## src/rtl/core/hds_pkg.sv

```systemverilog
`timescale 1ns / 1ps

package hds_pkg;

    // Default scaling; the top level overrides these through its parameters
    localparam int DUTY_MAX_DEF       = 10000;
    localparam int CMD_FULL_SCALE_DEF = 1000;

    // Fixed field widths
    localparam int FUNC_W  = 2;
    localparam int CMD_W   = 10;
    localparam int DIRECT_W = 16;
    localparam int LEG_W   = 14;
    localparam int STEP_W  = 14;
    localparam int CFG_DW  = 14;
    localparam int CFG_IW  = 3;

    // Operation codes
    localparam logic [FUNC_W-1:0] FUNC_PEDAL  = 2'd0;
    localparam logic [FUNC_W-1:0] FUNC_STOP   = 2'd1;
    localparam logic [FUNC_W-1:0] FUNC_DIRECT = 2'd2;

    // Register indexes
    localparam logic [CFG_IW-1:0] REG_SLEW_UP    = 3'd0;
    localparam logic [CFG_IW-1:0] REG_SLEW_DOWN  = 3'd1;
    localparam logic [CFG_IW-1:0] REG_THRESHOLD  = 3'd2;
    localparam logic [CFG_IW-1:0] REG_LEFT_INV   = 3'd3;
    localparam logic [CFG_IW-1:0] REG_RIGHT_INV  = 3'd4;

    // Register reset values
    localparam logic [STEP_W-1:0] SLEW_UP_RST   = 14'd500;
    localparam logic [STEP_W-1:0] SLEW_DOWN_RST = 14'd200;
    localparam logic [CMD_W-1:0]  THRESHOLD_RST = 10'd20;

    typedef struct packed {
        logic [STEP_W-1:0] slew_up;
        logic [STEP_W-1:0] slew_down;
        logic [CMD_W-1:0]  threshold;
        logic              left_inv;
        logic              right_inv;
    } cfg_t;

endpackage

```

## src/rtl/core/hbridge_duty_slew_drive.sv

```systemverilog
`timescale 1ns / 1ps

// Dual H-bridge duty drive with slew limiting. One transfer in gives one
// transfer out: the four leg duties (forward drives leg 1, reverse leg 2).
// A pedal tick scales throttle_cmd by pwm_limit, clamps it to full scale,
// maps it onto 0..DUTY_MAX and slews each motor's kept duty toward it; a
// change of direction snaps that motor's duty to zero first. A direct
// command (func 2, direct_enable set) drives the given duties, clamped,
// and leaves the slew state alone. Emergency stop (func 1), the spare
// func 3, or a direct command with direct_enable low zeroes every leg
// and both kept duties. Sequencing: a pedal tick runs the one shared
// multiplier twice, each time through a three-pass divide-by-full-scale
// (product, reciprocal estimate, back-multiply and correction). Stop and
// direct commands skip the multiplier. in_stall is high while an item
// is in work and while a finished result cannot leave because out_stall
// holds the output register.
// Registers may only be written while the block is idle.
module hbridge_duty_slew_drive
#(
    parameter int DUTY_MAX       = hds_pkg::DUTY_MAX_DEF,
    parameter int CMD_FULL_SCALE = hds_pkg::CMD_FULL_SCALE_DEF
)
(
    input  logic                           clk,
    input  logic                           rst_n,

    // configuration
    input  logic                           cfg_we,
    input  logic [hds_pkg::CFG_IW-1:0]     cfg_index,
    input  logic [hds_pkg::CFG_DW-1:0]     cfg_data,

    // input channel
    input  logic                           in_valid,
    output logic                           in_stall,
    input  logic [hds_pkg::FUNC_W-1:0]     func,
    input  logic [hds_pkg::CMD_W-1:0]      throttle_cmd,
    input  logic                           throttle_enable_request,
    input  logic                           drive_enable,
    input  logic                           throttle_valid,
    input  logic [hds_pkg::CMD_W-1:0]      pwm_limit,
    input  logic                           requested_direction,
    input  logic [hds_pkg::DIRECT_W-1:0]   direct_duty_left,
    input  logic [hds_pkg::DIRECT_W-1:0]   direct_duty_right,
    input  logic                           direct_dir_left,
    input  logic                           direct_dir_right,
    input  logic                           direct_enable,

    // output channel
    output logic                           out_valid,
    input  logic                           out_stall,
    output logic [hds_pkg::LEG_W-1:0]      left_leg1_duty,
    output logic [hds_pkg::LEG_W-1:0]      left_leg2_duty,
    output logic [hds_pkg::LEG_W-1:0]      right_leg1_duty,
    output logic [hds_pkg::LEG_W-1:0]      right_leg2_duty
);

    localparam int DW  = $clog2(DUTY_MAX + 1);
    localparam int CW  = $clog2(CMD_FULL_SCALE + 1);
    localparam int XW  = (CW > hds_pkg::CMD_W) ? CW : hds_pkg::CMD_W;
    localparam int YW  = (DW > hds_pkg::CMD_W) ? DW : hds_pkg::CMD_W;
    localparam int PW  = XW + YW;
    localparam int LW  = hds_pkg::LEG_W;
    localparam int VW  = hds_pkg::DIRECT_W;

    // sequencer
    localparam logic [2:0] ST_IDLE    = 3'd0;
    localparam logic [2:0] ST_E_START = 3'd1;
    localparam logic [2:0] ST_E_WAIT  = 3'd2;
    localparam logic [2:0] ST_T_START = 3'd3;
    localparam logic [2:0] ST_T_WAIT  = 3'd4;
    localparam logic [2:0] ST_OUT     = 3'd5;

    hds_pkg::cfg_t cfg;

    logic [2:0] state_reg, state_next;

    // captured item
    logic [hds_pkg::FUNC_W-1:0] func_reg;
    logic [hds_pkg::CMD_W-1:0]  cmd_reg, limit_reg;
    logic                       gate_en_reg, gate_vld_reg, dir_reg;
    logic [VW-1:0]              dduty_l_reg, dduty_r_reg;
    logic                       ddir_l_reg, ddir_r_reg, den_reg;

    // working values
    logic [CW-1:0] eff_reg;
    logic [DW-1:0] tgt_reg;

    // slew state
    logic [DW-1:0] cur_l_reg, cur_r_reg;
    logic          prev_l_reg, prev_r_reg;

    // output register
    logic          out_valid_reg;
    logic [LW-1:0] l1_reg, l2_reg, r1_reg, r2_reg;

    logic          accept, out_free, out_load;
    logic          md_start, md_done;
    logic [XW-1:0] md_x;
    logic [YW-1:0] md_y;
    logic [PW-1:0] md_res;

    logic          dir_l, dir_r, go;
    logic [DW-1:0] target, base_l, base_r, slew_l, slew_r;
    logic          is_pedal, is_direct;
    logic [VW-1:0] drv_l, drv_r, dclamp_l, dclamp_r;
    logic          drv_dir_l, drv_dir_r;

    hds_cfg_regs u_cfg
    (
        .clk       (clk),
        .rst_n     (rst_n),
        .cfg_we    (cfg_we),
        .cfg_index (cfg_index),
        .cfg_data  (cfg_data),
        .cfg       (cfg)
    );

    // operands: throttle x limit first, then effective command x duty range
    assign md_start = (state_reg == ST_E_START) || (state_reg == ST_T_START);
    assign md_x     = (state_reg == ST_T_START) ? XW'(eff_reg) : XW'(cmd_reg);
    assign md_y     = (state_reg == ST_T_START) ? YW'(DUTY_MAX) : YW'(limit_reg);

    hds_muldiv
    #(
        .XW  (XW),
        .YW  (YW),
        .CFS (CMD_FULL_SCALE)
    )
    u_muldiv
    (
        .clk    (clk),
        .rst_n  (rst_n),
        .start  (md_start),
        .x      (md_x),
        .y      (md_y),
        .done   (md_done),
        .result (md_res)
    );

    // pedal path: polarity, gating, snap to zero on reversal, slew
    assign dir_l  = dir_reg ^ cfg.left_inv;
    assign dir_r  = dir_reg ^ cfg.right_inv;
    assign go     = gate_en_reg && gate_vld_reg && (cmd_reg >= cfg.threshold);
    assign target = go ? tgt_reg : '0;
    assign base_l = (dir_l != prev_l_reg) ? '0 : cur_l_reg;
    assign base_r = (dir_r != prev_r_reg) ? '0 : cur_r_reg;

    hds_slew #(.DW (DW)) u_slew_l
    (
        .cur       (base_l),
        .target    (target),
        .step_up   (cfg.slew_up),
        .step_down (cfg.slew_down),
        .duty      (slew_l)
    );

    hds_slew #(.DW (DW)) u_slew_r
    (
        .cur       (base_r),
        .target    (target),
        .step_up   (cfg.slew_up),
        .step_down (cfg.slew_down),
        .duty      (slew_r)
    );

    // direct path clamps to the duty range
    assign dclamp_l = (dduty_l_reg > VW'(DUTY_MAX)) ? VW'(DUTY_MAX) : dduty_l_reg;
    assign dclamp_r = (dduty_r_reg > VW'(DUTY_MAX)) ? VW'(DUTY_MAX) : dduty_r_reg;

    assign is_pedal  = (func_reg == hds_pkg::FUNC_PEDAL);
    assign is_direct = (func_reg == hds_pkg::FUNC_DIRECT) && den_reg;

    always_comb
    begin
        drv_l     = '0;
        drv_r     = '0;
        drv_dir_l = 1'b0;
        drv_dir_r = 1'b0;
        if (is_pedal)
        begin
            drv_l     = VW'(slew_l);
            drv_r     = VW'(slew_r);
            drv_dir_l = dir_l;
            drv_dir_r = dir_r;
        end
        else if (is_direct)
        begin
            drv_l     = dclamp_l;
            drv_r     = dclamp_r;
            drv_dir_l = ddir_l_reg;
            drv_dir_r = ddir_r_reg;
        end
    end

    // handshake
    assign in_stall = (state_reg != ST_IDLE);
    assign accept   = in_valid && !in_stall;
    assign out_free = !out_valid_reg || !out_stall;
    assign out_load = (state_reg == ST_OUT) && out_free;

    always_comb
    begin
        state_next = state_reg;
        case (state_reg)
            ST_IDLE:
            begin
                if (accept)
                begin
                    state_next = (func == hds_pkg::FUNC_PEDAL) ? ST_E_START : ST_OUT;
                end
            end
            ST_E_START: state_next = ST_E_WAIT;
            ST_E_WAIT:
            begin
                if (md_done)
                begin
                    state_next = ST_T_START;
                end
            end
            ST_T_START: state_next = ST_T_WAIT;
            ST_T_WAIT:
            begin
                if (md_done)
                begin
                    state_next = ST_OUT;
                end
            end
            ST_OUT:
            begin
                if (out_free)
                begin
                    state_next = ST_IDLE;
                end
            end
            default: state_next = ST_IDLE;
        endcase
    end

    always_ff @(posedge clk or negedge rst_n)
    begin
        if (!rst_n)
        begin
            state_reg     <= ST_IDLE;
            out_valid_reg <= 1'b0;
            cur_l_reg     <= '0;
            cur_r_reg     <= '0;
            prev_l_reg    <= 1'b0;
            prev_r_reg    <= 1'b0;
        end
        else
        begin
            state_reg <= state_next;
            if (out_load)
            begin
                out_valid_reg <= 1'b1;
            end
            else if (!out_stall)
            begin
                out_valid_reg <= 1'b0;
            end
            if (out_load)
            begin
                if (is_pedal)
                begin
                    cur_l_reg  <= slew_l;
                    cur_r_reg  <= slew_r;
                    prev_l_reg <= dir_l;
                    prev_r_reg <= dir_r;
                end
                else if (!is_direct)
                begin
                    // stop keeps the directions
                    cur_l_reg <= '0;
                    cur_r_reg <= '0;
                end
            end
        end
    end

    // payload, no reset
    always_ff @(posedge clk)
    begin
        if (accept)
        begin
            func_reg     <= func;
            cmd_reg      <= throttle_cmd;
            limit_reg    <= pwm_limit;
            gate_en_reg  <= throttle_enable_request && drive_enable;
            gate_vld_reg <= throttle_valid;
            dir_reg      <= requested_direction;
            dduty_l_reg  <= direct_duty_left;
            dduty_r_reg  <= direct_duty_right;
            ddir_l_reg   <= direct_dir_left;
            ddir_r_reg   <= direct_dir_right;
            den_reg      <= direct_enable;
        end
        if ((state_reg == ST_E_WAIT) && md_done)
        begin
            eff_reg <= (md_res > PW'(CMD_FULL_SCALE)) ? CW'(CMD_FULL_SCALE) : CW'(md_res);
        end
        if ((state_reg == ST_T_WAIT) && md_done)
        begin
            tgt_reg <= DW'(md_res);
        end
        if (out_load)
        begin
            l1_reg <= drv_dir_l ? '0 : drv_l[LW-1:0];
            l2_reg <= drv_dir_l ? drv_l[LW-1:0] : '0;
            r1_reg <= drv_dir_r ? '0 : drv_r[LW-1:0];
            r2_reg <= drv_dir_r ? drv_r[LW-1:0] : '0;
        end
    end

    assign out_valid       = out_valid_reg;
    assign left_leg1_duty  = l1_reg;
    assign left_leg2_duty  = l2_reg;
    assign right_leg1_duty = r1_reg;
    assign right_leg2_duty = r2_reg;

`ifndef ASSERT_OFF
    // a bridge never drives both legs at once
    a_left_legs: assert property (@(posedge clk) disable iff (!rst_n)
        out_valid |-> (left_leg1_duty == '0 || left_leg2_duty == '0))
        else $error("left legs both driven");

    a_right_legs: assert property (@(posedge clk) disable iff (!rst_n)
        out_valid |-> (right_leg1_duty == '0 || right_leg2_duty == '0))
        else $error("right legs both driven");

    // kept duties stay in range
    a_duty_range: assert property (@(posedge clk) disable iff (!rst_n)
        (DW'(cur_l_reg) <= DW'(DUTY_MAX)) && (DW'(cur_r_reg) <= DW'(DUTY_MAX)))
        else $error("kept duty above maximum");

    // one item at a time
    a_busy_after_accept: assert property (@(posedge clk) disable iff (!rst_n)
        accept |=> in_stall)
        else $error("input taken while busy");

    // divider results only arrive while the sequencer waits for them
    a_done_expected: assert property (@(posedge clk) disable iff (!rst_n)
        md_done |-> (state_reg == ST_E_WAIT || state_reg == ST_T_WAIT))
        else $error("unexpected divider result");
`endif

endmodule

```

## src/rtl/core/hds_cfg_regs.sv

```systemverilog
`timescale 1ns / 1ps

module hds_cfg_regs
(
    input  logic                          clk,
    input  logic                          rst_n,
    input  logic                          cfg_we,
    input  logic [hds_pkg::CFG_IW-1:0]    cfg_index,
    input  logic [hds_pkg::CFG_DW-1:0]    cfg_data,
    output hds_pkg::cfg_t                 cfg
);

    hds_pkg::cfg_t cfg_reg;

    // Unknown indexes fall through and are dropped
    always_ff @(posedge clk or negedge rst_n)
    begin
        if (!rst_n)
        begin
            cfg_reg.slew_up   <= hds_pkg::SLEW_UP_RST;
            cfg_reg.slew_down <= hds_pkg::SLEW_DOWN_RST;
            cfg_reg.threshold <= hds_pkg::THRESHOLD_RST;
            cfg_reg.left_inv  <= 1'b0;
            cfg_reg.right_inv <= 1'b1;
        end
        else if (cfg_we)
        begin
            case (cfg_index)
                hds_pkg::REG_SLEW_UP:   cfg_reg.slew_up   <= cfg_data;
                hds_pkg::REG_SLEW_DOWN: cfg_reg.slew_down <= cfg_data;
                hds_pkg::REG_THRESHOLD: cfg_reg.threshold <= cfg_data[hds_pkg::CMD_W-1:0];
                hds_pkg::REG_LEFT_INV:  cfg_reg.left_inv  <= cfg_data[0];
                hds_pkg::REG_RIGHT_INV: cfg_reg.right_inv <= cfg_data[0];
                default:                ;
            endcase
        end
    end

    assign cfg = cfg_reg;

endmodule

```

## src/rtl/core/hds_muldiv.sv

```systemverilog
`timescale 1ns / 1ps

// floor(x * y / CFS) with one shared multiplier: product, reciprocal
// estimate, back-multiply, then a single +1 correction.
module hds_muldiv
#(
    parameter int XW  = 12,
    parameter int YW  = 16,
    parameter int CFS = 1000
)
(
    input  logic              clk,
    input  logic              rst_n,
    input  logic              start,
    input  logic [XW-1:0]     x,
    input  logic [YW-1:0]     y,
    output logic              done,
    output logic [XW+YW-1:0]  result
);

    localparam int PW = XW + YW;
    localparam int MW = 2 * PW;
    // estimate error stays below one for any product under 2**PW
    localparam logic [63:0] RECIP_FULL = (64'd1 << PW) / CFS;

    localparam logic [1:0] PH_IDLE = 2'd0;
    localparam logic [1:0] PH_REC  = 2'd1;
    localparam logic [1:0] PH_COR  = 2'd2;
    localparam logic [1:0] PH_FIX  = 2'd3;

    logic [1:0]    phase_reg, phase_next;
    logic [MW-1:0] m_reg, m_next;
    logic [PW-1:0] p_reg, q_reg, res_reg;
    logic          done_reg;
    logic [PW-1:0] mul_a, mul_b;
    logic [PW-1:0] rem;

    always_comb
    begin
        mul_a      = PW'(x);
        mul_b      = PW'(y);
        phase_next = phase_reg;
        case (phase_reg)
            PH_IDLE:
            begin
                if (start)
                begin
                    phase_next = PH_REC;
                end
            end
            PH_REC:
            begin
                mul_a      = m_reg[PW-1:0];
                mul_b      = RECIP_FULL[PW-1:0];
                phase_next = PH_COR;
            end
            PH_COR:
            begin
                mul_a      = m_reg[MW-1:PW];
                mul_b      = PW'(CFS);
                phase_next = PH_FIX;
            end
            PH_FIX:
            begin
                phase_next = PH_IDLE;
            end
            default:
            begin
                phase_next = PH_IDLE;
            end
        endcase
    end

    assign m_next = MW'(mul_a) * MW'(mul_b);
    assign rem    = p_reg - m_reg[PW-1:0];

    always_ff @(posedge clk or negedge rst_n)
    begin
        if (!rst_n)
        begin
            phase_reg <= PH_IDLE;
            done_reg  <= 1'b0;
        end
        else
        begin
            phase_reg <= phase_next;
            done_reg  <= (phase_reg == PH_FIX);
        end
    end

    always_ff @(posedge clk)
    begin
        m_reg <= m_next;
        if (phase_reg == PH_REC)
        begin
            p_reg <= m_reg[PW-1:0];
        end
        if (phase_reg == PH_COR)
        begin
            q_reg <= m_reg[MW-1:PW];
        end
        if (phase_reg == PH_FIX)
        begin
            res_reg <= (rem >= PW'(CFS)) ? q_reg + PW'(1) : q_reg;
        end
    end

    assign done   = done_reg;
    assign result = res_reg;

endmodule

```

## src/rtl/core/hds_slew.sv

```systemverilog
`timescale 1ns / 1ps

// One slew step toward target; a zero step holds the duty in that direction.
module hds_slew
#(
    parameter int DW = 14
)
(
    input  logic [DW-1:0]               cur,
    input  logic [DW-1:0]               target,
    input  logic [hds_pkg::STEP_W-1:0]  step_up,
    input  logic [hds_pkg::STEP_W-1:0]  step_down,
    output logic [DW-1:0]               duty
);

    localparam int AW = ((DW > hds_pkg::STEP_W) ? DW : hds_pkg::STEP_W) + 1;

    logic [AW-1:0] cur_w, tgt_w, up_w, down_w;

    assign cur_w  = AW'(cur);
    assign tgt_w  = AW'(target);
    assign up_w   = AW'(step_up);
    assign down_w = AW'(step_down);

    always_comb
    begin
        duty = cur;
        if (cur_w < tgt_w)
        begin
            duty = (tgt_w - cur_w > up_w) ? DW'(cur_w + up_w) : target;
        end
        else if (cur_w > tgt_w)
        begin
            duty = (cur_w - tgt_w > down_w) ? DW'(cur_w - down_w) : target;
        end
    end

endmodule

```

## config.mk

```make
export PLATFORM = sky130hd
export DESIGN_NAME = hbridge_duty_slew_drive
export DESIGN_NICKNAME = d
export VERILOG_FILES = /design/src/rtl/core/hds_pkg.sv /design/src/rtl/core/hbridge_duty_slew_drive.sv /design/src/rtl/core/hds_cfg_regs.sv /design/src/rtl/core/hds_muldiv.sv /design/src/rtl/core/hds_slew.sv
export SDC_FILE = /design/constraint.sdc
export NUM_CORES = 1
export LEC_CHECK = 0
export BUFFER_PORTS_ARGS = -buffer_cell sky130_fd_sc_hd__buf_2
export CORE_MARGIN = 2
export CORE_UTILIZATION = 43
export CTS_CLUSTER_SIZE = 8
export DETAILED_ROUTE_END_ITERATION = 8
export PLACE_DENSITY_LB_ADDON = 0.2
export SYNTH_ARGS = -nofsm -noshare
export SYNTH_HDL_FRONTEND = slang
export SYNTH_SLANG_ARGS = --single-unit
export TNS_END_PERCENT = 1
```

## constraint.sdc

```tcl
create_clock -name clk -period 17.2 [get_ports clk]
set_input_delay 0.86 -clock clk [delete_from_list [all_inputs] [get_ports clk]]
set_output_delay 0.86 -clock clk [all_outputs]
set_load 0.02 [all_outputs]
```

## Word-level counts from Yosys, hierarchy flattened

Index checks and enable logic that the tools add are counted.

| cells by class | value |
|---|---|
| reduce and logical (&&, ||, !) cells | 27 |
| divide/modulo/power cells | 0 |
| equality and inequality tests | 22 |
| multiplexer cells | 39 |
| shift-type cells | 0 |
| multiply operators | 1 |
| $lt $le $gt $ge | 13 |
| bitwise logic cells | 2 |
| add/subtract/negate cells | 10 |

Operators with widths:

| cell | count |
|---|---|
| 14-bit 2-to-1 mux | 21 |
| 15-bit by 14-bit > comparator with 1-bit output | 4 |
| 14-bit by 14-bit subtractor with 15-bit output | 4 |
| 24-bit case mux with 2 select lines | 1 |
| 24-bit by 15-bit multiplier with 39-bit output | 1 |
| 16-bit by 14-bit > comparator with 1-bit output (second input constant) | 2 |
| 15-bit case mux with 2 select lines | 1 |
| 14-bit adder | 2 |
| 14-bit > comparator | 2 |
| 14-bit < comparator | 2 |
| 14-bit subtractor | 2 |
| 24-bit by 1-bit adder with 24-bit output (second input constant) | 1 |
| 24-bit by 10-bit >= comparator with 1-bit output (second input constant) | 1 |
| 24-bit by 10-bit > comparator with 1-bit output (second input constant) | 1 |
| 24-bit 2-to-1 mux | 1 |
| 24-bit subtractor | 1 |
| 3-bit case mux with 6 select lines | 1 |
| 3-bit 2-to-1 mux | 5 |
| 2-bit AND reduction | 7 |
| 3-bit by 2-bit equality test with 1-bit output (second input constant) | 4 |
| 10-bit >= comparator | 1 |
| 10-bit 2-to-1 mux | 1 |
| 3-bit equality test (second input constant) | 3 |
| 1-bit logical AND | 8 |
| 16 further kinds | 37 |

| storage, ports and cells | value |
|---|---|
| flip-flop bits (word level) | 337 |
| memory bits (read-only) | 0 |
| output and inout port bits | 58 |
| bits in latches | 0 |
| logic and storage cells | 148 |
| memories | 0 |
| memory bits (writable) | 0 |

## Depth between registers and ports, before layout

Gate-level depths: netlist of the first run.

| logic depth | value |
|---|---|
| word-level depth | 9 |
| mapped depth | 33 |

## By module

Synthesis of the first run repeated with hierarchy kept, for this count alone.

| unflattened totals | value |
|---|---|
| cells, all modules | 3633 |
| area, all modules | 33754.9 um2 |

Modules (own cells, without submodules):

| module | area each (um2) | cells an instance | times used |
|---|---|---|---|
| hds_muldiv | 16817.4 | 1819 | 1 |
| hbridge_duty_slew_drive | 7576.0 | 595 | 1 |
| hds_slew at u_slew_r | 3902.5 | 565 | 1 |
| hds_slew at u_slew_l | 3883.7 | 565 | 1 |
| hds_cfg_regs | 1575.3 | 89 | 1 |

## Worst setup path before layout of the first run

Ideal clock, no wire load.

| timing | value |
|---|---|
| path type | register to register |
| from | reg u_muldiv.phase_reg[1] |
| to | reg u_muldiv.m_reg[37] |
| setup slack | 9.405 ns |
| stages on the path, launching flop included | 32 |
| path buffers | 1 |
| clock period less this slack | 7.795 ns |
| arrival | 7.723 ns |
| cell sequence | dfrtp_1 > inv_1 > ha_1 > clkinv_1 > clkbuf_1 > o21ai_0 > nand2_1 > o21a_1 > nor2_1 > fa_1 > inv_1 > fa_1 > inv_1 > fa_1 > inv_1 > fa_1 > inv_1 > fa_1 > inv_1 > fa_1 > inv_1 > ha_1 > a211oi_1 > o21ai_0 > and4_1 > nand3b_1 > o21ai_0 > o21ai_1 > a2111oi_0 > o21bai_1 > a21oi_1 > xnor2_1 |

| on the way | value |
|---|---|
| cells in the longest elaborated chain, start to end | 3 |
| elaborated cells on any way between the ends | 5 |

Ends and longest elaborated chain:

| what | line | RTL |
|---|---|---|
| from (decl) | hds_muldiv.sv:31 | `logic [1:0] phase_reg, phase_next;` |
| from (signal assigned) | hds_muldiv.sv:86 | `phase_reg <= phase_next;` |
| 2-bit equality test / 2-bit by 1-bit equality test with 1-bit output (equally long branches) | hds_muldiv.sv:43 | `case (phase_reg)` |
| 24-bit case mux with 2 select lines / 15-bit case mux with 2 select lines (equally long branches) | hds_muldiv.sv:43 |  |
| 24-bit by 15-bit multiplier with 39-bit output (*) | hds_muldiv.sv:74 | `assign m_next = MW'(mul_a) * MW'(mul_b);` |
| named net u_muldiv.m_next[37] | hds_muldiv.sv:32 | `logic [MW-1:0] m_reg, m_next;` |
| to (signal assigned) | hds_muldiv.sv:93 | `m_reg <= m_next;` |
| to (decl) | hds_muldiv.sv:32 |  |

The timed path passes the listed nets; every way through them passes the cells marked *.
A chain may end at the register's enable or synchronous reset.

## Worst setup path after layout of the first run

| timing | value |
|---|---|
| from | reg u_muldiv.phase_reg[0] |
| to | reg u_muldiv.m_reg[37] |

Same word-level chain as after synthesis.

==> impl_metrics.toml, run 1 <==
[clock_tree]
cts_buffers = 46
cts_htree_levels = 2
cts_hold_buffers = 0
clk_path_buf_depth = 3
clock_latency_ps = 570
cts_tree = "yes"
cts_resized = 0
cts_sinks = 311
clkTransAtPathRegs_ps = 60
root_buffer = "clkbuf_16"
postCtsSetupBuffers = 0

[floorplan]
ios = 141
start_util_pct = 43.4
dieArea_um2 = 73000
die_h_um = 270
rows = 97
die_w_um = 270
core_area_um2 = 70100

[setup_path]
critPathRequiredTime_ps = 17700
r2r_end = "u_muldiv.m_reg[37]"
endpoint_kind = "register"
cpMaxStageDelayCell = "a22oi_1"
slowest_delay_ps = 760
cp_max_fo = 52
worstSetupEndpoint = "u_muldiv.m_reg[37]"
critPathLaunchType = "register"
arrival_ps = 9550
crit_type = "register to register"
reg2regPathDepth = 30
regToRegStartpoint = "u_muldiv.phase_reg[0]"
cpMostUsedCell = "inv_1"
critPathLaunch = "u_muldiv.phase_reg[0]"
rrSetupSlack_ps = 8150

[timing]
finalCriticalPeriod_ps = 9050
finalSetupViolCount = 0
finalCritPeriodShare_pct = 52.6
max_slew_margin_pct = 22.6
whs_ps = 232
skew_ps = 21.2
slew_viol_final = 0
rsz0062_at_grt = "false"
max_freq_mhz = 110
worst_slew_pin_slew_ps = 1160
setup_tns_ps = 0
hold_viol = 0

[final_layout]
fillers = 6876
syn_to_final_growth_pct = 11.3
largest_reg_flops = 40
insertedDiodeCount = 0
utilization_pct = 48.4
drive_above_1_share_pct = 8.07
nets = 4158

[grt]
grt_util_met1_pct = 30.6
grt_pass1_vias = 24733
grt_pass1_wl_um = 142000
use_met3_pct = 2.84
gr-max-usage-layer = "met2"
grt.total_usage_pct = 25.2
grt_max_degree = 61
use_met2_pct = 44.9
grt_overflow = 0
antenna_found_initial = 0

[placement]
dpl.hpwl_um = 75800
io_buffers = 140
routabilityCongestion = 0.981

[routing]
wl_um = 92500
vias_per_cell = 5.44
wire_per_inst_um = 20.8
drc = 0
drt_iter0_drc = 1663
drt_first_pass_iters = 7
antenna_left = 0
via_count = 24252

[run]
max-cap-violations = 0

[logic_synthesis]
ys_async_sr_fraction_pct = 24.8
synth.avg_cell_area_um2 = 9.29
yosysUniqueCellTypes = 95
ys_seq_area_share_pct = 28.1
synth-seq-cells = 311
yosysWarnings = 0
syn_inst = 3279
netlist_area_um2 = 30500
synth_ff_type = "edfxtp_1"
synth_edf_count = 195

[run_status]
status = "finished clean"

[hold_path]
hold_path.class = "input pin to async pin"
## logic make-up (layout without fill, tap and decap cells)
family	Yosys count	in the layout	synth area share, %
simple gates	886	886	13.5
compound gates	724	724	15.7
buf+inv	606	777	7.53
fa+ha+maj	595	595	30.5
flops	311	311	28.1
xor+xnor	127	127	3.65
mux	28	28	1.01
other cells	2	70	0.0246
## critical path: cells and delay by family, from the launching register on
family	cells	cell delay (ps)
buffers and inverters	9	1080
AND/OR/NAND/NOR	4	720
AO/OA/AOI/OAI	8	2770
adder cells (fa/ha/maj)	8	3830
flip-flops	1	410
XOR/XNOR	1	140
## routing by layer
layer  wire (um)  part of all wire, %
met3        4370                  4.7
met2       46200                   50
met1       37200                   40
met4        4670                  5.0
met5           0                    0
## worst min path at each step
| stage | start | end | slack [ps] | cells after the start |
|---|---|---|---|---|
| after floorplan | u_muldiv.m_reg[34] | u_muldiv.q_reg[10] | 410 | 0 |
| after global placement | u_muldiv.m_reg[13] | u_muldiv.p_reg[13] | 410 | 0 |
| after detailed placement | u_muldiv.m_reg[9] | u_muldiv.p_reg[9] | 420 | 0 |
| after CTS | rst_n | u_cfg.cfg[21] | 220 | 1 |
| after global routing | rst_n | u_cfg.cfg[21] | 230 | 1 |
| final | rst_n | u_cfg.cfg[21] | 230 | 1 |
## layout make-up
type	count	area [um2]	area share, %
Tap cell	940	1180	3.47
Sequential cell	311	8580	25.3
Inverter	519	1950	5.74
Multi-Input combinational cell	2430	19900	58.6
Clock buffer	80	1310	3.86
Clock inverter	6	86.3	0.254
Timing Repair Buffer	172	943	2.78
## cells in the mapped netlist, drive strengths merged (37+ instances only)
cell	instances	area share (%)
a21oi	169	2.8
fa	245	16
nand3	47	0.77
and2	37	0.77
nor3	63	1.1
o21a	47	1.2
inv	518	6.4
nor2	275	3.4
dfxtp	39	2.6
ha	350	14
nand2	269	3.3
and3	48	0.99
a21o	65	1.6
edfxtp	195	19
dfrtp	65	5.3
xnor2	78	2.2
o21ai	186	3.1
xor2	49	1.4
clkbuf	72	0.89
## cells in the final DEF (no fill, tap or decap), types with 58 or more instances in the layout
master / count
inv_1: 518
nor2_1: 274
fa_1: 245
nand2_1: 269
conb_1: 70
dfrtp_1: 65
a21o_1: 65
ha_1: 350
edfxtp_1: 195
buf_2: 139
a21oi_1: 167
xnor2_1: 78
nor3_1: 58
o21ai_0: 174
## through the flow
stage / cells / area [um2] / setup WS, ps
2_1_floorplan: 3347 / 30700 / 9400
3_3_place_gp: 4372 / 32500 / 8440
3_5_place_dp: 4372 / 32500 / 8300
4_1_cts: 4458 / 33900 / 8240
5_1_grt: 4458 / 33900 / 7510
6_report: 4458 / 33900 / 8150
Power of run 1 is left out: the tool's default activity adds up to more than one toggle a clock period on the data nets, which glitch-free logic cannot reach.
==> run 2, diff against run 1 <==
==> constraint.sdc (replaced) <==
create_clock -name clk -period 7.56 [get_ports clk]
set_input_delay 0.378 -clock clk [delete_from_list [all_inputs] [get_ports clk]]
set_output_delay 0.378 -clock clk [all_outputs]
set_load 0.02 [all_outputs]
==> impl_metrics.toml, run 2 (synthesized netlist as in run 1, its figures left out) <==
[hold_path]
hold_path_depth = 3
hold_end = "u_cfg.cfg[24]"
hold_start = "cfg_data[12]"
hold_path.class = "input pin to register"

[clock_tree]
cts_sinks = 311
root_buffer = "clkbuf_16"
clkTransAtPathRegs_ps = 60
clock_latency_ps = 580
cts_tree = "yes"
cts_htree_levels = 2
cts_buffers = 46
clk_path_buf_depth = 3

[routing]
drc = 0
via_count = 24939
drt_first_pass_iters = 5
antenna_left = 0
wl_um = 93500
wire_per_inst_um = 20.0
drt_iter0_drc = 1578
vias_per_cell = 5.33

[setup_path]
cpMostUsedCell = "fa_1"
slowest_delay_ps = 540
cp_max_fo = 14
endpoint_kind = "register"
cpMaxStageDelayCell = "fa_1"
arrival_ps = 7770
r2r_end = "u_muldiv.m_reg[38]"
crit_family = "adder cells"
reg2regPathDepth = 28
timing.critical_path.buf_inv = 8
critPathLaunchType = "register"
critPathRequiredTime_ps = 8020
crit_type = "register to register"
rrSetupSlack_ps = 260
regToRegStartpoint = "u_muldiv.phase_reg[0]"

[floorplan]
die_h_um = 270
die_w_um = 270
core_area_um2 = 70100
rows = 97
start_util_pct = 43.4
dieArea_um2 = 73000
ios = 141

[final_layout]
final_cell_mix = "517 x inv_1, 349 x ha_1, 273 x nor2_1, 268 x nand2_1, 245 x fa_1"
nets = 4379
drive_above_1_share_pct = 12.5
insertedDiodeCount = 0
fin_cells = 4675
utilization_pct = 51.2
final_area_um2 = 35900
layout_commonest_cell = "inv_1"
fillers = 6687
syn_to_final_growth_pct = 17.8
largest_reg_flops = 40

[timing]
worst_slew_pin_slew_ps = 1150
finalCriticalPeriod_ps = 7300
whs_ps = 23.9
finalSetupViolCount = 0
skew_ps = 15.5
rsz0062_at_grt = "true"
hold_viol = 0
max_slew_margin_pct = 22.9
finalCritPeriodShare_pct = 96.6
slew_viol_final = 0
max_freq_mhz = 137

[grt]
grt_pass1_vias = 25584
grt_pass1_wl_um = 144000
grt.total_usage_pct = 25.5
grt_max_degree = 63
antenna_found_initial = 0
grt_overflow = 0

[placement]
dpl.hpwl_um = 77000
placed_area_um2 = 33800
placed_cells = 4530
routabilityCongestion = 0.960
io_buffers = 140

[run]
max-cap-violations = 0

[run_status]
status = "finished clean"
-- run 2: cell types whose count changed in the layout (fill, tap and decap cells not counted), moves of 4 or more --
cell	delta
buf_12	+6
buf_4	+154
o21ai_0	-6
o21ai_2	+4
dlygate4sd3_1	+58
-- run 2: layout make-up --
cell class	count	area, um2	share of cell area (%)
Clock inverter	4	70.1	0.195
Inverter	519	1950	5.44
Tap cell	940	1180	3.28
Clock buffer	78	1310	3.66
Sequential cell	311	8580	23.9
Multi-Input combinational cell	2430	20000	55.7
Timing Repair Buffer	392	2820	7.86
Timing Repair inverter	1	7.51	0.0209
-- run 2: stage by stage --
stage | setup TNS [ps] | worst slack [ps]
floorplan | 0 | 19.5
global placement | 0 | 45.8
detailed placement | -39.2 | -29.5
CTS | 0 | 27.3
global route | -115 | -39.6
finish | 0 | 255
-- run 2: metal layers --
metal | track usage (%) | part of all wire (%) | vias up
li1 | - | - | 11962
met1 | 30.6 | 40 | 12132
met2 | 46.1 | 51 | 661
met3 | 2.56 | 4.2 | 184
met4 | 11.5 | 5.1 | 0
met5 | 0 | 0 | -
-- run 2: how the worst max path moves through the flow --
stage	from	end	slack (ps)	cells after the start
final	u_muldiv.phase_reg[0]	u_muldiv.m_reg[38]	260	28
after global routing	u_cfg.cfg[4]	left_leg1_duty[13]	-40	32
after CTS	u_muldiv.phase_reg[1]	u_muldiv.m_reg[37]	30	28
after detailed placement	u_muldiv.phase_reg[1]	u_muldiv.m_reg[38]	-30	29
after global placement	u_muldiv.phase_reg[1]	u_muldiv.m_reg[38]	50	29
after floorplan	u_muldiv.phase_reg[0]	u_muldiv.m_reg[37]	20	30
-- run 2: tightest hold or removal path, delay by kind of cell --
| family | cells | cell delay, ps |
|---|---|---|
| buf+inv | 1 | 90 |
| simple gates | 1 | 40 |
| compound gates | 1 | 60 |
-- run 2: timing repair --
action,4_1_cts,5_1_grt
endpoints found under the setup margin,3,68
resized for setup,1,29
hold buffers,58,0
hold endpoints to repair,72,0
pin swaps,0,2
gates cloned,0,1
setup buffers,0,4
Power of run 2 is left out for the same reason.
